`config.mk`:
```
export PLATFORM = sky130hd
export DESIGN_NAME = interrupt_fanout_table_core_flat
export DESIGN_NICKNAME = d
export VERILOG_FILES = /design/src/rtl/ift_pkg.sv /design/src/rtl/ift_req_if.sv /design/src/rtl/ift_rsp_if.sv /design/src/rtl/ift_ram.sv /design/src/rtl/ift_ctrl.sv /design/src/rtl/ift_dp.sv /design/src/rtl/interrupt_fanout_table_core.sv /design/src/flat_wrapper.sv
export SDC_FILE = /design/constraint.sdc
export NUM_CORES = 1
export LEC_CHECK = 0
export ABC_CLOCK_PERIOD_IN_PS = 6100
export BUFFER_PORTS_ARGS = -buffer_cell sky130_fd_sc_hd__buf_2
export CELL_PAD_IN_SITES_DETAIL_PLACEMENT = 0
export CELL_PAD_IN_SITES_GLOBAL_PLACEMENT = 1
export CORE_UTILIZATION = 40
export CTS_CLUSTER_DIAMETER = 50
export DETAILED_ROUTE_END_ITERATION = 6
export GPL_TIMING_DRIVEN = 1
export PLACE_DENSITY_LB_ADDON = 0.3
export REMOVE_ABC_BUFFERS = 1
export SLEW_MARGIN = 20
export SYNTH_ARGS = -nofsm -noshare
export SYNTH_HDL_FRONTEND = slang
export SYNTH_HIERARCHICAL = 1
export SYNTH_SLANG_ARGS = --single-unit
```
`constraint.sdc`:
```
create_clock -name i_clk -period 6.1 [get_ports i_clk]
set_clock_uncertainty 0.05 [all_clocks]
set_input_delay 1.22 -clock i_clk [delete_from_list [all_inputs] [get_ports i_clk]]
set_output_delay 1.22 -clock i_clk [all_outputs]
set_load 0.05 [all_outputs]
```
`src/rtl/ift_pkg.sv`:
```
// Shared types, sizes and codes for the interrupt fan-out table.
// Used by the interfaces, the controller, the datapath and the top level.
package ift_pkg;

    localparam int NUM_SOURCES      = 8;
    localparam int SLOTS_PER_SOURCE = 4;
    localparam int TOTAL_SLOTS      = NUM_SOURCES * SLOTS_PER_SOURCE;

    localparam int SRC_W  = (NUM_SOURCES > 1) ? $clog2(NUM_SOURCES) : 1;
    localparam int SLOT_W = (SLOTS_PER_SOURCE > 1) ? $clog2(SLOTS_PER_SOURCE) : 1;
    localparam int ADDR_W = (TOTAL_SLOTS > 1) ? $clog2(TOTAL_SLOTS) : 1;
    localparam int HCNT_W = $clog2(SLOTS_PER_SOURCE + 1);
    localparam int SCNT_W = $clog2(NUM_SOURCES + 1);

    localparam logic [2:0] OP_ADD_SOURCE  = 3'd0;
    localparam logic [2:0] OP_DEL_SOURCE  = 3'd1;
    localparam logic [2:0] OP_ADD_HANDLER = 3'd2;
    localparam logic [2:0] OP_DEL_HANDLER = 3'd3;
    localparam logic [2:0] OP_DISPATCH    = 3'd4;

    localparam logic [1:0] ST_OK        = 2'd0;
    localparam logic [1:0] ST_NO_SLOT   = 2'd1;
    localparam logic [1:0] ST_NOT_FOUND = 2'd2;
    localparam logic [1:0] ST_BAD_PARAM = 2'd3;

    typedef struct packed {
        logic [2:0]  op;
        logic [7:0]  irq;
        logic [7:0]  handler_id;
        logic [7:0]  callback_tag;
        logic [15:0] context_req;
    } t_req;

    typedef struct packed {
        logic [1:0]  status;
        logic [2:0]  handler_count;
        logic [3:0]  sources_used;
        logic        notify;
        logic [7:0]  out_handler;
        logic [7:0]  out_callback;
        logic [15:0] out_context;
        logic        last;
    } t_rsp;

    typedef struct packed {
        logic [7:0]  handler;
        logic [7:0]  callback;
        logic [15:0] ctx;
    } t_slot;

    typedef struct packed {
        logic capture;
        logic exec;
        logic cmp;
        logic slot_inc;
        logic upd;
        logic load_resp;
        logic load_notify;
        logic load_sum;
    } t_cmd;

    typedef struct packed {
        logic       in_valid;
        logic [2:0] op;
        logic       hid_zero;
        logic       found;
        logic       last_slot;
        logic       cur_active;
        logic       hit_now;
        logic       out_free;
    } t_stat;

endpackage

```
`src/rtl/ift_req_if.sv`:
```
// Request channel: valid, ready and one table operation.
// Depends on ift_pkg.
interface ift_req_if import ift_pkg::*; ();
    logic valid;
    logic ready;
    t_req data;

    modport source (output valid, output data, input ready);
    modport sink   (input valid, input data, output ready);
endinterface

```
`src/rtl/ift_rsp_if.sv`:
```
// Response channel: valid, ready and one result item.
// Depends on ift_pkg.
interface ift_rsp_if import ift_pkg::*; ();
    logic valid;
    logic ready;
    t_rsp data;

    modport source (output valid, output data, input ready);
    modport sink   (input valid, input data, output ready);
endinterface

```
`src/rtl/ift_ram.sv`:
```
// Generic single-write, single-read RAM with registered read data.
// No dependencies.
module ift_ram #(
    parameter int WIDTH = 32,
    parameter int DEPTH = 32
) (
    input  logic                                     i_clk,
    input  logic                                     i_we,
    input  logic [((DEPTH > 1) ? $clog2(DEPTH) : 1)-1:0] i_waddr,
    input  logic [WIDTH-1:0]                         i_wdata,
    input  logic [((DEPTH > 1) ? $clog2(DEPTH) : 1)-1:0] i_raddr,
    output logic [WIDTH-1:0]                         o_rdata
);
    logic [WIDTH-1:0] r_mem [DEPTH];
    logic [WIDTH-1:0] r_rdata;

    always_ff @(posedge i_clk) begin
        if (i_we) begin
            r_mem[i_waddr] <= i_wdata;
        end
        r_rdata <= r_mem[i_raddr];
    end

    assign o_rdata = r_rdata;
endmodule

```
`src/rtl/ift_ctrl.sv`:
```
// Sequencer for the fan-out table: steps each operation through the datapath.
// Depends on ift_pkg; drives t_cmd, reads t_stat.
module ift_ctrl import ift_pkg::*; (
    input  logic  i_clk,
    input  logic  i_rst_n,
    input  t_stat i_stat,
    output t_cmd  o_cmd,
    output logic  o_in_ready
);
    localparam logic [3:0] S_IDLE = 4'd0;
    localparam logic [3:0] S_EXEC = 4'd1;
    localparam logic [3:0] S_RD   = 4'd2;
    localparam logic [3:0] S_CMP  = 4'd3;
    localparam logic [3:0] S_UPD  = 4'd4;
    localparam logic [3:0] S_RESP = 4'd5;
    localparam logic [3:0] S_DRD  = 4'd6;
    localparam logic [3:0] S_DOUT = 4'd7;
    localparam logic [3:0] S_DSUM = 4'd8;

    logic [3:0] r_state;
    logic [3:0] n_state;

    always_ff @(posedge i_clk) begin
        if (!i_rst_n) begin
            r_state <= S_IDLE;
        end else begin
            r_state <= n_state;
        end
    end

    assign o_in_ready = (r_state == S_IDLE);

    always_comb begin
        n_state = r_state;
        o_cmd   = '0;
        case (r_state)
            S_IDLE: begin
                if (i_stat.in_valid) begin
                    o_cmd.capture = 1'b1;
                    n_state       = S_EXEC;
                end
            end
            S_EXEC: begin
                o_cmd.exec = 1'b1;
                if (i_stat.op inside {OP_ADD_HANDLER, OP_DEL_HANDLER}) begin
                    n_state = (!i_stat.hid_zero && i_stat.found) ? S_RD : S_RESP;
                end else if (i_stat.op == OP_DISPATCH) begin
                    n_state = i_stat.found ? S_DRD : S_DSUM;
                end else begin
                    n_state = S_RESP;
                end
            end
            S_RD: begin
                n_state = S_CMP;
            end
            S_CMP: begin
                o_cmd.cmp = 1'b1;
                if (i_stat.hit_now || i_stat.last_slot) begin
                    n_state = S_UPD;
                end else begin
                    o_cmd.slot_inc = 1'b1;
                    n_state        = S_RD;
                end
            end
            S_UPD: begin
                o_cmd.upd = 1'b1;
                n_state   = S_RESP;
            end
            S_RESP: begin
                if (i_stat.out_free) begin
                    o_cmd.load_resp = 1'b1;
                    n_state         = S_IDLE;
                end
            end
            S_DRD: begin
                if (i_stat.cur_active) begin
                    n_state = S_DOUT;
                end else if (i_stat.last_slot) begin
                    n_state = S_DSUM;
                end else begin
                    o_cmd.slot_inc = 1'b1;
                end
            end
            S_DOUT: begin
                if (i_stat.out_free) begin
                    o_cmd.load_notify = 1'b1;
                    if (i_stat.last_slot) begin
                        n_state = S_DSUM;
                    end else begin
                        o_cmd.slot_inc = 1'b1;
                        n_state        = S_DRD;
                    end
                end
            end
            S_DSUM: begin
                if (i_stat.out_free) begin
                    o_cmd.load_sum = 1'b1;
                    n_state        = S_IDLE;
                end
            end
            default: begin
                n_state = S_IDLE;
            end
        endcase
    end
endmodule

```
`src/rtl/ift_dp.sv`:
```
// Datapath: source table, slot valid bits, slot RAM and result register.
// Depends on ift_pkg and ift_ram; takes t_cmd, reports t_stat.
module ift_dp import ift_pkg::*; (
    input  logic  i_clk,
    input  logic  i_rst_n,
    input  t_cmd  i_cmd,
    output t_stat o_stat,
    input  logic  i_in_valid,
    input  t_req  i_req,
    input  logic  i_out_ready,
    output logic  o_out_valid,
    output t_rsp  o_out
);
    t_req                     r_req;
    logic [NUM_SOURCES-1:0]   r_src_valid;
    logic [7:0]               r_src_irq [NUM_SOURCES];
    logic [HCNT_W-1:0]        r_src_cnt [NUM_SOURCES];
    logic [TOTAL_SLOTS-1:0]   r_active;
    logic [SCNT_W-1:0]        r_in_use;
    logic [SRC_W-1:0]         r_src;
    logic [SLOT_W-1:0]        r_slot;
    logic                     r_hit_valid;
    logic [SLOT_W-1:0]        r_hit_slot;
    logic [1:0]               r_status;
    logic [HCNT_W-1:0]        r_ncount;
    logic                     r_out_valid;
    t_rsp                     r_out;

    logic [NUM_SOURCES-1:0]   n_src_valid;
    logic [7:0]               n_src_irq [NUM_SOURCES];
    logic [HCNT_W-1:0]        n_src_cnt [NUM_SOURCES];
    logic [TOTAL_SLOTS-1:0]   n_active;
    logic [SCNT_W-1:0]        n_in_use;
    logic [1:0]               n_status;

    logic                     lk_found;
    logic [SRC_W-1:0]         lk_idx;
    logic                     fr_found;
    logic [SRC_W-1:0]         fr_idx;
    logic                     row_free_found;
    logic [SLOT_W-1:0]        row_free_slot;
    logic [ADDR_W-1:0]        row_base;
    logic [ADDR_W-1:0]        raddr;
    logic [ADDR_W-1:0]        waddr;
    logic                     we;
    t_slot                    wdata;
    t_slot                    rdata;
    logic [$bits(t_slot)-1:0] rdata_raw;
    logic                     cur_active;
    logic                     hit_now;
    logic                     out_free;
    logic                     is_handler_op;

    assign row_base      = ADDR_W'(r_src) * ADDR_W'(SLOTS_PER_SOURCE);
    assign raddr         = row_base + ADDR_W'(r_slot);
    assign cur_active    = r_active[raddr];
    assign rdata         = t_slot'(rdata_raw);
    assign hit_now       = cur_active && (rdata.handler == r_req.handler_id);
    assign out_free      = !r_out_valid || i_out_ready;
    assign is_handler_op = (r_req.op == OP_ADD_HANDLER);

    always_comb begin
        lk_found = 1'b0;
        lk_idx   = '0;
        fr_found = 1'b0;
        fr_idx   = '0;
        for (int i = 0; i < NUM_SOURCES; i++) begin
            if (r_src_valid[i] && (r_src_irq[i] == r_req.irq) && !lk_found) begin
                lk_found = 1'b1;
                lk_idx   = SRC_W'(i);
            end
            if (!r_src_valid[i] && !fr_found) begin
                fr_found = 1'b1;
                fr_idx   = SRC_W'(i);
            end
        end
    end

    always_comb begin
        row_free_found = 1'b0;
        row_free_slot  = '0;
        for (int s = 0; s < SLOTS_PER_SOURCE; s++) begin
            if (!r_active[row_base + ADDR_W'(s)] && !row_free_found) begin
                row_free_found = 1'b1;
                row_free_slot  = SLOT_W'(s);
            end
        end
    end

    assign we    = i_cmd.upd && is_handler_op && (r_hit_valid || row_free_found);
    assign waddr = row_base + ADDR_W'(r_hit_valid ? r_hit_slot : row_free_slot);
    assign wdata = '{handler: r_req.handler_id, callback: r_req.callback_tag,
                     ctx: r_req.context_req};

    ift_ram #(
        .WIDTH ($bits(t_slot)),
        .DEPTH (TOTAL_SLOTS)
    ) u_slot_ram (
        .i_clk   (i_clk),
        .i_we    (we),
        .i_waddr (waddr),
        .i_wdata (wdata),
        .i_raddr (raddr),
        .o_rdata (rdata_raw)
    );

    always_comb begin
        logic [ADDR_W-1:0] lk_base;
        logic [ADDR_W-1:0] fr_base;
        lk_base     = ADDR_W'(lk_idx) * ADDR_W'(SLOTS_PER_SOURCE);
        fr_base     = ADDR_W'(fr_idx) * ADDR_W'(SLOTS_PER_SOURCE);
        n_src_valid = r_src_valid;
        n_src_irq   = r_src_irq;
        n_src_cnt   = r_src_cnt;
        n_active    = r_active;
        n_in_use    = r_in_use;
        n_status    = r_status;
        if (i_cmd.exec) begin
            n_status = ST_OK;
            case (r_req.op)
                OP_ADD_SOURCE: begin
                    if (!lk_found) begin
                        if (fr_found) begin
                            n_src_valid[fr_idx] = 1'b1;
                            n_src_irq[fr_idx]   = r_req.irq;
                            n_src_cnt[fr_idx]   = '0;
                            for (int s = 0; s < SLOTS_PER_SOURCE; s++) begin
                                n_active[fr_base + ADDR_W'(s)] = 1'b0;
                            end
                            n_in_use = r_in_use + SCNT_W'(1);
                        end else begin
                            n_status = ST_NO_SLOT;
                        end
                    end
                end
                OP_DEL_SOURCE: begin
                    if (lk_found) begin
                        n_src_valid[lk_idx] = 1'b0;
                        n_src_irq[lk_idx]   = '0;
                        n_src_cnt[lk_idx]   = '0;
                        for (int s = 0; s < SLOTS_PER_SOURCE; s++) begin
                            n_active[lk_base + ADDR_W'(s)] = 1'b0;
                        end
                        n_in_use = r_in_use - SCNT_W'(1);
                    end else begin
                        n_status = ST_NOT_FOUND;
                    end
                end
                OP_ADD_HANDLER, OP_DEL_HANDLER: begin
                    if (r_req.handler_id == 8'd0) begin
                        n_status = ST_BAD_PARAM;
                    end else if (!lk_found) begin
                        n_status = ST_NOT_FOUND;
                    end
                end
                OP_DISPATCH: begin
                    n_status = ST_OK;
                end
                default: begin
                    n_status = ST_BAD_PARAM;
                end
            endcase
        end
        if (i_cmd.upd) begin
            if (is_handler_op) begin
                if (!r_hit_valid) begin
                    if (row_free_found) begin
                        n_active[waddr]  = 1'b1;
                        n_src_cnt[r_src] = r_src_cnt[r_src] + HCNT_W'(1);
                    end else begin
                        n_status = ST_NO_SLOT;
                    end
                end
            end else begin
                if (r_hit_valid) begin
                    n_active[waddr]  = 1'b0;
                    n_src_cnt[r_src] = r_src_cnt[r_src] - HCNT_W'(1);
                end else begin
                    n_status = ST_NOT_FOUND;
                end
            end
        end
    end

    always_ff @(posedge i_clk) begin
        if (!i_rst_n) begin
            r_src_valid <= '0;
            r_src_irq   <= '{default: '0};
            r_src_cnt   <= '{default: '0};
            r_active    <= '0;
            r_in_use    <= '0;
            r_out_valid <= 1'b0;
        end else begin
            r_src_valid <= n_src_valid;
            r_src_irq   <= n_src_irq;
            r_src_cnt   <= n_src_cnt;
            r_active    <= n_active;
            r_in_use    <= n_in_use;
            if (i_cmd.load_resp || i_cmd.load_notify || i_cmd.load_sum) begin
                r_out_valid <= 1'b1;
            end else if (i_out_ready) begin
                r_out_valid <= 1'b0;
            end
        end
    end

    always_ff @(posedge i_clk) begin
        r_status <= n_status;
        if (i_cmd.capture) begin
            r_req <= i_req;
        end
        if (i_cmd.exec) begin
            r_src       <= lk_idx;
            r_slot      <= '0;
            r_hit_valid <= 1'b0;
            r_hit_slot  <= '0;
            r_ncount    <= '0;
        end
        if (i_cmd.slot_inc) begin
            r_slot <= r_slot + SLOT_W'(1);
        end
        if (i_cmd.cmp && hit_now && !r_hit_valid) begin
            r_hit_valid <= 1'b1;
            r_hit_slot  <= r_slot;
        end
        if (i_cmd.load_notify) begin
            r_ncount <= r_ncount + HCNT_W'(1);
        end
        if (i_cmd.load_resp) begin
            r_out <= '{status: r_status,
                       handler_count: lk_found ? 3'(r_src_cnt[lk_idx]) : 3'd0,
                       sources_used: 4'(r_in_use), notify: 1'b0,
                       out_handler: 8'd0, out_callback: 8'd0, out_context: 16'd0,
                       last: 1'b1};
        end else if (i_cmd.load_notify) begin
            r_out <= '{status: ST_OK, handler_count: 3'(r_src_cnt[r_src]),
                       sources_used: 4'(r_in_use), notify: 1'b1,
                       out_handler: rdata.handler, out_callback: rdata.callback,
                       out_context: rdata.ctx, last: 1'b0};
        end else if (i_cmd.load_sum) begin
            r_out <= '{status: ST_OK, handler_count: 3'(r_ncount),
                       sources_used: 4'(r_in_use), notify: 1'b0,
                       out_handler: 8'd0, out_callback: 8'd0, out_context: 16'd0,
                       last: 1'b1};
        end
    end

    assign o_stat = '{in_valid: i_in_valid, op: r_req.op,
                      hid_zero: (r_req.handler_id == 8'd0), found: lk_found,
                      last_slot: (r_slot == SLOT_W'(SLOTS_PER_SOURCE - 1)),
                      cur_active: cur_active, hit_now: hit_now, out_free: out_free};
    assign o_out_valid = r_out_valid;
    assign o_out       = r_out;
endmodule

```
`src/rtl/interrupt_fanout_table_core.sv`:
```
// Top level of the interrupt fan-out table: controller, datapath and checks.
// Depends on ift_pkg, ift_req_if, ift_rsp_if, ift_ctrl and ift_dp.
//
// Use: present one table operation on i_req (valid/ready). A transfer takes
// place when valid and ready are both high; ready is high only while the
// block is idle, so one operation is in flight at a time.
// Each operation yields results on o_rsp: one result for source and handler
// operations, and for dispatch one result per active handler in slot order
// followed by a summary carrying the notified count (last marks the final one).
// Source operations and unknown-irq cases go straight to the result. Handler
// operations read and compare one slot at a time until a match or the last slot,
// then update; dispatch reads each slot in turn and offers a result per active
// handler. The slot RAM has a single read port, so slots are visited in turn.
// The next operation is taken in the cycle the final result is first offered, so
// no operation starts before the block is through with the previous one.
// Reset clears the source table and all slot valid bits at once; the slot RAM
// itself is never cleared and its data is used only for active slots.
// When the receiver stalls, the result register holds and the sequencer waits
// before loading the next result; no operation is taken until the last is loaded.
module interrupt_fanout_table_core import ift_pkg::*; (
    input logic      i_clk,
    input logic      i_rst_n,
    ift_req_if.sink  i_req,
    ift_rsp_if.source o_rsp
);
    t_cmd  cmd;
    t_stat stat;
    logic  in_ready;

    ift_ctrl u_ctrl (
        .i_clk      (i_clk),
        .i_rst_n    (i_rst_n),
        .i_stat     (stat),
        .o_cmd      (cmd),
        .o_in_ready (in_ready)
    );

    ift_dp u_dp (
        .i_clk       (i_clk),
        .i_rst_n     (i_rst_n),
        .i_cmd       (cmd),
        .o_stat      (stat),
        .i_in_valid  (i_req.valid),
        .i_req       (i_req.data),
        .i_out_ready (o_rsp.ready),
        .o_out_valid (o_rsp.valid),
        .o_out       (o_rsp.data)
    );

    assign i_req.ready = in_ready;

    a_one_in_flight: assert property (@(posedge i_clk) disable iff (!i_rst_n)
        (i_req.valid && i_req.ready) |=> !i_req.ready)
        else $error("request taken while an operation is in flight");

    a_notify_not_last: assert property (@(posedge i_clk) disable iff (!i_rst_n)
        (o_rsp.valid && o_rsp.data.notify) |-> !o_rsp.data.last)
        else $error("notify result marked last");

    a_notify_handler: assert property (@(posedge i_clk) disable iff (!i_rst_n)
        (o_rsp.valid && o_rsp.data.notify) |-> (o_rsp.data.out_handler != 8'd0))
        else $error("null handler notified");
endmodule
```
`src/flat_wrapper.sv`:
```
// flat-port wrapper written by rule: the top's interface ports become plain ports
module interrupt_fanout_table_core_flat import ift_pkg::*;
  (i_clk, i_rst_n, i_req_valid, i_req_data, i_req_ready, o_rsp_valid, o_rsp_data, o_rsp_ready);
  ift_req_if i_req_i ();
  ift_rsp_if o_rsp_i ();
  input logic i_clk;
  input logic i_rst_n;
  input wire logic [$bits(i_req_i.valid)-1:0] i_req_valid;
  input wire logic [$bits(i_req_i.data)-1:0] i_req_data;
  output wire logic [$bits(i_req_i.ready)-1:0] i_req_ready;
  output wire logic [$bits(o_rsp_i.valid)-1:0] o_rsp_valid;
  output wire logic [$bits(o_rsp_i.data)-1:0] o_rsp_data;
  input wire logic [$bits(o_rsp_i.ready)-1:0] o_rsp_ready;
  assign i_req_i.valid = i_req_valid;
  assign i_req_i.data = i_req_data;
  assign i_req_ready = i_req_i.ready;
  assign o_rsp_valid = o_rsp_i.valid;
  assign o_rsp_data = o_rsp_i.data;
  assign o_rsp_i.ready = o_rsp_ready;
  interrupt_fanout_table_core u_core (.i_clk(i_clk), .i_rst_n(i_rst_n), .i_req(i_req_i), .o_rsp(o_rsp_i));
endmodule
```
==> insert_results.sql, run 1 <==
INSERT INTO impl_metrics (metric_group, metric, value, unit) VALUES
('status', 'status', 'complete, no violations', ''),
('cells_and_area', 'finalInstanceArea', '0.0602', 'mm²'),
('power_and_ir_drop', 'power.density_cell_area', '354', 'mW/mm²'),
('setup_path', 'path_delay_family', 'simple AND/OR/NAND/NOR gates', ''),
('logic_synthesis', 'post_synth_most_frequent_cells', 'sky130_fd_sc_hd__edfxtp_1, sky130_fd_sc_hd__mux2i_1, sky130_fd_sc_hd__nand2_1', ''),
('logic_synthesis', 'syn-instance-count', '3503', ''),
('setup_path', 'slowest_delay', '0.85', 'ns'),
('setup_path', 'critPathMostFrequentCell', 'sky130_fd_sc_hd__buf_4', ''),
('logic_synthesis', 'post_synth.cell_area_avg', '14.9', 'µm²'),
('floorplanning', 'num_io_pins', '92', ''),
('cells_and_area', 'nets', '3684', ''),
('clock_tree', 'hold_buffers', '0', ''),
('logic_synthesis', 'netlist_area', '0.0523', 'mm²'),
('clock_tree', 'cts.repair_timing.setup_buffer_count', '0', ''),
('setup_path', 'critPathCaptureType', 'flip-flop', ''),
('timing', 'timing.fmax', '201', 'MHz'),
('clock_tree', 'clkSlewWorstSetupHoldPaths', '0.06', 'ns'),
('setup_path', 'crit_slowest_cell', 'sky130_fd_sc_hd__edfxtp_1', ''),
('logic_synthesis', 'main_area_contributors_after_synthesis', 'sky130_fd_sc_hd__edfxtp_1, sky130_fd_sc_hd__mux2i_1, sky130_fd_sc_hd__dfxtp_1, sky130_fd_sc_hd__a22oi_1, sky130_fd_sc_hd__a22o_1', ''),
('logic_synthesis', 'number_of_flops_mapped_to_enable_cells_by_yosys', '1086', ''),
('global_route', 'pin_count_of_the_biggest_net_entering_global_routing', '129', ''),
('clock_tree', 'cts.sinks', '1292', ''),
('logic_synthesis', 'synth_top_cell_by_area', 'sky130_fd_sc_hd__edfxtp_1', ''),
('logic_synthesis', 'synth-seq-cells', '1292', ''),
('drt', 'route.antenna.remaining_nets', '0', ''),
('timing', 'post-route-period-util', '0.815', ''),
('floorplanning', 'area_enclosed_by_the_die_boundary', '0.132', 'mm²'),
('floorplanning', 'initial_utilization', '0.403', ''),
('clock_tree', 'cts_inserted_buffers', '147', ''),
('timing', 'timing.slew.headroom', '0.253', ''),
('logic_synthesis', 'async_reset_ff_frac', '0', ''),
('setup_path', 'critPathBufInv', '3', ''),
('timing', 'rsz_0062_raised_after_global_routing', 'false', ''),
('cells_and_area', 'final_layout_size_suffix_gt1_frac', '0.140', ''),
('floorplanning', 'die_height', '364', 'µm'),
('setup_path', 'timing.setup.critical_path_class', 'reg -> reg', ''),
('clock_tree', 'post_cts_resized', '0', ''),
('place', 'finalWeightedCongestion', '0.867', ''),
('timing', 'final_max_slew_viol_count', '0', ''),
('job', 'cap_violations', '0', ''),
('place', 'dp_slack', '1.18', 'ns'),
('timing', 'finalWorstSetupSlack', '1.13', 'ns'),
('place', 'detailedPlacementHpwl', '78200', 'µm'),
('clock_tree', 'cts.path.max_buffers', '3', ''),
('global_route', 'grt_util_all_layers', '0.197', ''),
('global_route', 'global_route_wire_length_before_repair', '194000', 'µm'),
('setup_path', 'critical_path.startpoint_type', 'flip-flop', ''),
('power_and_ir_drop', 'p_leak', '20.5', 'nW'),
('drt', 'remaining_drc_errors', '0', ''),
('logic_synthesis', 'ys.warnings.count', '6', ''),
('drt', 'routed_wire_length', '131000', 'µm'),
('drt', 'post_drt_wl_per_cell', '23.8', 'µm'),
('logic_synthesis', 'share_of_yosys_cell_area_claimed_by_the_top_area_cell_type', '0.624', ''),
('drt', 'initialDrtViolationCount', '2733', ''),
('floorplanning', 'floorplan.die.width', '364', 'µm'),
('power_and_ir_drop', 'fin_total_pwr', '0.0213', 'W'),
('setup_path', 'cp_max_fo', '25', ''),
('logic_synthesis', 'sequential_cell_area_fraction_in_the_yosys_report', '0.702', ''),
('logic_synthesis', 'netlist-cell-type-count', '87', ''),
('timing', 'timing.final.setup_violations', '0', ''),
('cells_and_area', 'final_core_util', '0.464', ''),
('drt', 'detail_route.vias_per_cell', '5.46', ''),
('clock_tree', 'clock-root-buffer', 'sky130_fd_sc_hd__clkbuf_16', ''),
('worst_hold_path', 'timing.hold.worst.class', 'reg -> reg', ''),
('setup_path', 'critical_path.cell_chain', 'buf_4 -> or3b_1 -> a21oi_1 -> a2111oi_0 -> buf_4 -> nor2_1 -> nand2b_1 -> nor2_1 -> nor3_1 -> or3b_2 -> nor2_4 -> buf_4', ''),
('drt', 'drt-pass1-iter-count', '5', ''),
('logic_synthesis', 'dominantRegCellSynth', 'sky130_fd_sc_hd__edfxtp_1', ''),
('global_route', 'overflow', '0', ''),
('power_and_ir_drop', 'vdd_ir_drop_max', '325', 'µV'),
('cells_and_area', 'nFillCells', '11200', ''),
('global_route', 'number_of_antenna_violations_at_the_first_check_in_global_routing', '1', '');
-- cells by family (layout without fill, tap and decap cells) --
group	after synthesis	after routing	synth area share
simple gates	720	720	0.0675
xor+xnor	77	77	0.0133
mux	536	536	0.105
flops	1292	1292	0.702
other cells	0	1	0
compound gates	628	628	0.0837
fa+ha+maj	7	7	0.00182
buf+inv	243	493	0.0265
-- report_power, final --
group	leakage, nW	internal, W	switching [W]	total (W)
combinational	6.56	0.000749	0.00154	0.00229
clock	2.44	0.00532	0.00366	0.00898
sequential	11.5	0.00986	0.000178	0.0100
-- final timing paths --
path / startpoint / end / slack, ns / cells after the start
max reg2reg: u_core/u_dp/r_src[1]$_DFFE_PP_ / u_core/u_dp/u_slot_ram/r_mem[12][10]$_DFFE_PP_ / 1.13 / 12
max: u_core/u_dp/r_src[1]$_DFFE_PP_ / u_core/u_dp/u_slot_ram/r_mem[12][10]$_DFFE_PP_ / 1.13 / 12
min reg2reg: u_core/u_dp/u_slot_ram/o_rdata[11]$_DFF_P_ / u_core/u_dp/o_out[12]$_SDFFE_PP0P_ / 0.39 / 1
min: u_core/u_dp/u_slot_ram/o_rdata[11]$_DFF_P_ / u_core/u_dp/o_out[12]$_SDFFE_PP0P_ / 0.39 / 1
-- layout by cell type (no fill, tap or decap), types with 29 or more instances in the layout --
cell type / n
sky130_fd_sc_hd__a21oi_1: 123
sky130_fd_sc_hd__a22o_1: 97
sky130_fd_sc_hd__a22oi_1: 135
sky130_fd_sc_hd__a31oi_1: 34
sky130_fd_sc_hd__a32oi_1: 33
sky130_fd_sc_hd__and2_1: 33
sky130_fd_sc_hd__buf_2: 91
sky130_fd_sc_hd__buf_4: 82
sky130_fd_sc_hd__clkbuf_1: 29
sky130_fd_sc_hd__clkbuf_16: 151
sky130_fd_sc_hd__dfxtp_1: 206
sky130_fd_sc_hd__edfxtp_1: 1086
sky130_fd_sc_hd__mux2i_1: 525
sky130_fd_sc_hd__nand2_1: 208
sky130_fd_sc_hd__nand3_1: 132
sky130_fd_sc_hd__nor2_1: 96
sky130_fd_sc_hd__nor2_4: 33
sky130_fd_sc_hd__nor2b_1: 42
sky130_fd_sc_hd__nor3_1: 54
sky130_fd_sc_hd__o21ai_0: 94
sky130_fd_sc_hd__xnor2_1: 44
sky130_fd_sc_hd__xor2_1: 30
-- registers in the layout (all words and copies together) (netlist names), 3 cells and up --
signal,flops
u_core/u_dp/r_active,32
u_core/u_dp/u_slot_ram/o_rdata,32
u_core/u_dp/o_out,43
u_core/u_dp/r_req,40
u_core/u_dp/r_src_irq,64
u_core/u_dp/r_src,3
u_core/u_dp/o_stat,3
u_core/u_ctrl/r_state,4
u_core/u_dp/r_in_use,4
u_core/u_dp/r_src_cnt,24
u_core/u_dp/r_ncount,3
u_core/u_dp/r_src_valid,8
u_core/u_dp/u_slot_ram/r_mem,1024
-- area by class of cell --
type | count | area (µm²) | share of cell area
clock buffers | 196 | 4110 | 0.0683
repair buffers | 201 | 1660 | 0.0276
diodes | 1 | 2.50 | 0.0000416
clock inverters | 76 | 925 | 0.0154
well taps | 1742 | 2180 | 0.0362
inverters | 20 | 75.1 | 0.00125
flip-flops and latches | 1292 | 36700 | 0.611
multi-input cells | 1968 | 14500 | 0.241
-- stage by stage --
stage | setup TNS, ns | instances | hold WS [ns]
2_1_floorplan | -530.53 | 3280 | 0.367
4_1_cts | 0 | 5478 | 0.390
5_1_grt | 0 | 5495 | 0.412
3_5_place_dp | 0 | 5206 | 0.376
3_3_place_gp | 0 | 5204 | 0.373
6_report | 0 | 5496 | 0.391
-- per-layer routing --
layer	vias to the layer above	GRT usage	share of wire
met2	795	0.312	0.47
li1	13800	-	-
met5	-	0	0
met3	213	0.0354	0.051
met4	0	0.0564	0.022
met1	15200	0.278	0.46
-- worst reg2reg max path, stage by stage (launching register included) --
cell and delay [ns]:
sky130_fd_sc_hd__edfxtp_1 0.85, sky130_fd_sc_hd__buf_4 0.38, sky130_fd_sc_hd__or3b_1 0.15, sky130_fd_sc_hd__a21oi_1 0.06, sky130_fd_sc_hd__a2111oi_0 0.41, sky130_fd_sc_hd__buf_4 0.20, sky130_fd_sc_hd__nor2_1 0.06, sky130_fd_sc_hd__nand2b_1 0.18
sky130_fd_sc_hd__nor2_1 0.06, sky130_fd_sc_hd__nor3_1 0.54, sky130_fd_sc_hd__or3b_2 0.76, sky130_fd_sc_hd__nor2_4 0.61, sky130_fd_sc_hd__buf_4 0.35
Note: power is estimated with default switching activity, not from simulation.
==> inputs of run 2 (changes only) <==
ABC_AREA = 1   (was not set)
ABC_CLOCK_PERIOD_IN_PS = 4500   (was 6100)
clock period = 4.5 ns   (was 6.1 ns; I/O delays follow)
==> run 2 against run 1 <==
- power grew 62%
- die area grew 6.1%
- synthesized cell count grew 54%
- sequential power grew 43%
- count of clock-buffer cells in the layout grew 12
- hold slack lost 0.16 ns
- critical path type unchanged
- critical endpoint is now u_core/u_dp/u_slot_ram/r_mem[31][30]$_DFFE_PP_
==> insert_results.sql, run 2 <==
INSERT INTO impl_metrics (metric_group, metric, value, unit) VALUES
('global_route', 'grtUsageMet2', '0.371', ''),
('floorplanning', 'die_height', '374', 'µm'),
('clock_tree', 'clk_latency', '0.79', 'ns'),
('global_route', 'busiest_layer', 'met2', ''),
('setup_path', 'worst-endpoint-required', '4.93', 'ns'),
('cells_and_area', 'synthToLayoutAreaGrowth', '14.2', '%'),
('drt', 'detail_route.vias_per_cell', '5.34', ''),
('logic_synthesis', 'syn-instance-count', '5402', ''),
('clock_tree', 'cts_inserted_buffers', '160', ''),
('setup_path', 'path_delay_family', 'simple AND/OR/NAND/NOR gates', ''),
('timing', 'timing.fmax', '263', 'MHz'),
('global_route', 'pin_count_of_the_biggest_net_entering_global_routing', '192', ''),
('timing', 'finalSetupTns', '0', 'ns'),
('cells_and_area', 'final_core_util', '0.461', ''),
('drt', 'routed-via-count', '39700', ''),
('global_route', 'groute.layer.met3.usage', '0.0325', ''),
('place', 'detailedPlacementHpwl', '92400', 'µm'),
('timing', 'post-route-period-util', '0.846', ''),
('logic_synthesis', 'number_of_flops_mapped_to_enable_cells_by_yosys', '1086', ''),
('clock_tree', 'cts_max_level', '4', ''),
('drt', 'drt-pass1-iter-count', '5', ''),
('setup_path', 'critPathCaptureType', 'flip-flop', ''),
('clock_tree', 'cts.repair_timing.setup_buffer_count', '0', ''),
('clock_tree', 'clock-root-buffer', 'sky130_fd_sc_hd__clkbuf_16', ''),
('setup_path', 'critical_path.cell_chain', 'inv_2 -> nand3_1 -> inv_1 -> a221oi_1 -> nand2_1 -> nor3b_2 -> nand2_1 -> nand3_1 -> inv_1 -> nand3_1 -> buf_4 -> nor2_4 -> buf_4', ''),
('logic_synthesis', 'synth-seq-cells', '1292', ''),
('power_and_ir_drop', 'vdd_ir_drop_max', '485', 'µV'),
('global_route', 'overflow', '0', ''),
('setup_path', 'critical_path.startpoint_type', 'flip-flop', ''),
('logic_synthesis', 'netlist-cell-type-count', '62', ''),
('logic_synthesis', 'post_synth_most_frequent_cells', 'sky130_fd_sc_hd__nand2_1, sky130_fd_sc_hd__edfxtp_1, sky130_fd_sc_hd__nand3_1', ''),
('job', 'cap_violations', '0', ''),
('setup_path', 'crit_slowest_cell', 'sky130_fd_sc_hd__edfxtp_1', ''),
('global_route', 'use_met1', '0.326', ''),
('setup_path', 'slowest_delay', '0.63', 'ns'),
('logic_synthesis', 'share_of_yosys_cell_area_claimed_by_the_top_area_cell_type', '0.588', ''),
('power_and_ir_drop', 'fin_total_pwr', '0.0346', 'W'),
('logic_synthesis', 'async_reset_ff_frac', '0', ''),
('logic_synthesis', 'netlist_area', '0.0555', 'mm²'),
('drt', 'routed_wire_length', '164000', 'µm'),
('cells_and_area', 'num_antenna_cells', '0', ''),
('setup_path', 'cp_max_fo', '10', ''),
('cells_and_area', 'finish.cell_count_without_fillers', '7437', ''),
('cells_and_area', 'final_cell_mix', 'sky130_fd_sc_hd__nand2_1, sky130_fd_sc_hd__edfxtp_1, sky130_fd_sc_hd__nand3_1', ''),
('logic_synthesis', 'main_area_contributors_after_synthesis', 'sky130_fd_sc_hd__edfxtp_1, sky130_fd_sc_hd__nand2_1, sky130_fd_sc_hd__nand3_1, sky130_fd_sc_hd__dfxtp_1, sky130_fd_sc_hd__buf_6', ''),
('logic_synthesis', 'ys.warnings.count', '6', ''),
('drt', 'remaining_drc_errors', '0', ''),
('timing', 'timing.slew.headroom', '0.218', ''),
('logic_synthesis', 'sequential_cell_area_fraction_in_the_yosys_report', '0.662', ''),
('setup_path', 'critPathBufInv', '5', ''),
('place', 'finalWeightedCongestion', '0.918', ''),
('worst_hold_path', 'timing.hold.worst.class', 'in -> reg', ''),
('clock_tree', 'cts.path.max_buffers', '3', ''),
('logic_synthesis', 'post_synth.cell_area_avg', '10.3', 'µm²'),
('floorplanning', 'placeableCoreArea', '0.137', 'mm²'),
('setup_path', 'cp_data_arrival_time', '4.24', 'ns'),
('drt', 'initialDrtViolationCount', '3717', ''),
('timing', 'tightestPinTransition', '1.17', 'ns'),
('drt', 'post_drt_wl_per_cell', '22.1', 'µm'),
('cells_and_area', 'final_layout_size_suffix_gt1_frac', '0.106', ''),
('global_route', 'grt_util_all_layers', '0.231', ''),
('global_route', 'first_global_vias', '37700', ''),
('floorplanning', 'area_enclosed_by_the_die_boundary', '0.140', 'mm²'),
('floorplanning', 'initial_utilization', '0.404', ''),
('timing', 'final_max_slew_viol_count', '0', ''),
('global_route', 'global_route_wire_length_before_repair', '245000', 'µm'),
('global_route', 'number_of_antenna_violations_at_the_first_check_in_global_routing', '1', ''),
('setup_path', 'timing.setup.critical_path_class', 'reg -> reg', ''),
('status', 'status', 'complete, no violations', ''),
('timing', 'timing.final.setup_violations', '0', ''),
('cells_and_area', 'nets', '5561', ''),
('place', 'dp_cells', '7133', ''),
('place', 'place.port_buffers', '91', ''),
('timing', 'finalHoldViolations', '0', ''),
('cells_and_area', 'mostFrequentLayoutCell', 'sky130_fd_sc_hd__nand2_1', ''),
('logic_synthesis', 'dominantRegCellSynth', 'sky130_fd_sc_hd__edfxtp_1', ''),
('timing', 'layout_min_cycle_time', '3.81', 'ns'),
('logic_synthesis', 'synthMostInstantiatedCell', 'sky130_fd_sc_hd__nand2_1', ''),
('clock_tree', 'cts_tree', 'built', ''),
('timing', 'rsz_0062_raised_after_global_routing', 'false', ''),
('cells_and_area', 'top_register', 'u_core/u_dp/u_slot_ram/r_mem', ''),
('logic_synthesis', 'synth_top_cell_by_area', 'sky130_fd_sc_hd__edfxtp_1', ''),
('floorplanning', 'floorplan.die.width', '374', 'µm'),
('clock_tree', 'hold_buffers', '0', ''),
('cells_and_area', 'largest_register_ffs', '1024', ''),
('power_and_ir_drop', 'power.density_cell_area', '546', 'mW/mm²'),
('power_and_ir_drop', 'p_leak', '23.7', 'nW'),
('clock_tree', 'cts.sinks', '1292', ''),
('setup_path', 'critPathMostFrequentCell', 'sky130_fd_sc_hd__nand3_1', ''),
('floorplanning', 'num_io_pins', '92', ''),
('drt', 'route.antenna.remaining_nets', '0', ''),
('floorplanning', 'core.rowCount', '136', ''),
('clock_tree', 'clkSlewWorstSetupHoldPaths', '0.06', 'ns'),
('clock_tree', 'post_cts_resized', '0', '');
run 2: cell count changes in the layout (fill, tap and decap cells not counted), moves of 40 or more:
| cell | previous run | this run |
|---|---|---|
| sky130_fd_sc_hd__nand2_1 | 208 | 2019 |
| sky130_fd_sc_hd__nand3_1 | 132 | 890 |
| sky130_fd_sc_hd__mux2i_1 | 525 | 0 |
| sky130_fd_sc_hd__inv_1 | 19 | 179 |
| sky130_fd_sc_hd__a22oi_1 | 135 | 12 |
| sky130_fd_sc_hd__nor2_1 | 96 | 167 |
| sky130_fd_sc_hd__a22o_1 | 97 | 30 |
| sky130_fd_sc_hd__nor2b_1 | 42 | 0 |
| sky130_fd_sc_hd__nor3_1 | 54 | 14 |
run 2: final cells by class:
type	instances	area (µm²)
tap	1794	2240
clock inverter	90	930
inverter	213	833
clock buffer	208	4330
multi-input combinational	3610	16300
timing repair buffer	230	1970
fill	12800	74100
sequential	1292	36700
run 2: logic make-up (layout without fill, tap and decap cells):
kind of cell,Yosys count,count (layout),synth area share
AND/OR/NAND/NOR,3232,3232,0.247
adder cells (fa/ha/maj),7,7,0.00171
AO/OA/AOI/OAI,345,345,0.0367
buffers and inverters,500,741,0.0485
XOR/XNOR,26,26,0.00410
flip-flops,1292,1292,0.662
run 2: where the power goes:
group | switching, W | internal, W | total [W]
logic | 0.00564 | 0.00200 | 0.00764
clock network | 0.00514 | 0.00755 | 0.0127
registers | 0.000473 | 0.0138 | 0.0143
total | 0.0113 | 0.0234 | 0.0346
run 2: path summary, 6_finish.rpt:
path                                                    from                                        endpoint  slack [ns]  cells after the start
setup / recovery              u_core/u_dp/r_src[0]$_DFFE_PP_  u_core/u_dp/u_slot_ram/r_mem[31][30]$_DFFE_PP_        0.69                     13
hold / removal                                i_req_data[16]                 u_core/u_dp/r_req[16]$_DFFE_PP_        0.24                      1
setup reg to reg              u_core/u_dp/r_src[0]$_DFFE_PP_  u_core/u_dp/u_slot_ram/r_mem[31][30]$_DFFE_PP_        0.69                     13
hold reg to reg   u_core/u_dp/u_slot_ram/o_rdata[18]$_DFF_P_              u_core/u_dp/o_out[19]$_SDFFE_PP0P_        0.39                      1
run 2: worst reg2reg max path, cell delays in order, from the launching register on:
cell	delay (ns)
sky130_fd_sc_hd__edfxtp_1	0.63
sky130_fd_sc_hd__inv_2	0.12
sky130_fd_sc_hd__nand3_1	0.25
sky130_fd_sc_hd__inv_1	0.14
sky130_fd_sc_hd__a221oi_1	0.45
sky130_fd_sc_hd__nand2_1	0.13
sky130_fd_sc_hd__nor3b_2	0.23
sky130_fd_sc_hd__nand2_1	0.08
sky130_fd_sc_hd__nand3_1	0.12
sky130_fd_sc_hd__inv_1	0.18
sky130_fd_sc_hd__nand3_1	0.12
sky130_fd_sc_hd__buf_4	0.25
sky130_fd_sc_hd__nor2_4	0.47
sky130_fd_sc_hd__buf_4	0.30
run 2: per-stage QoR:
step / worst slack [ns] / cell area [µm²] / hold slack, ns
6_report: 0.694 / 63400 / 0.236
5_1_grt: 0.422 / 63400 / 0.191
4_1_cts: 0.732 / 63300 / 0.188
3_5_place_dp: 0.744 / 58000 / 0.386
3_3_place_gp: 0.815 / 58000 / 0.382
2_1_floorplan: -9.60 / 53600 / 0.367
run 2: layer usage:
metal  vias to the layer above  wire [µm]  share of wire
met5                         -          0              0
met4                         0       3830          0.023
met3                       224       9620          0.059
met2                      1244      76700           0.47
met1                     19500      73900           0.45
li1                      18800          -              -
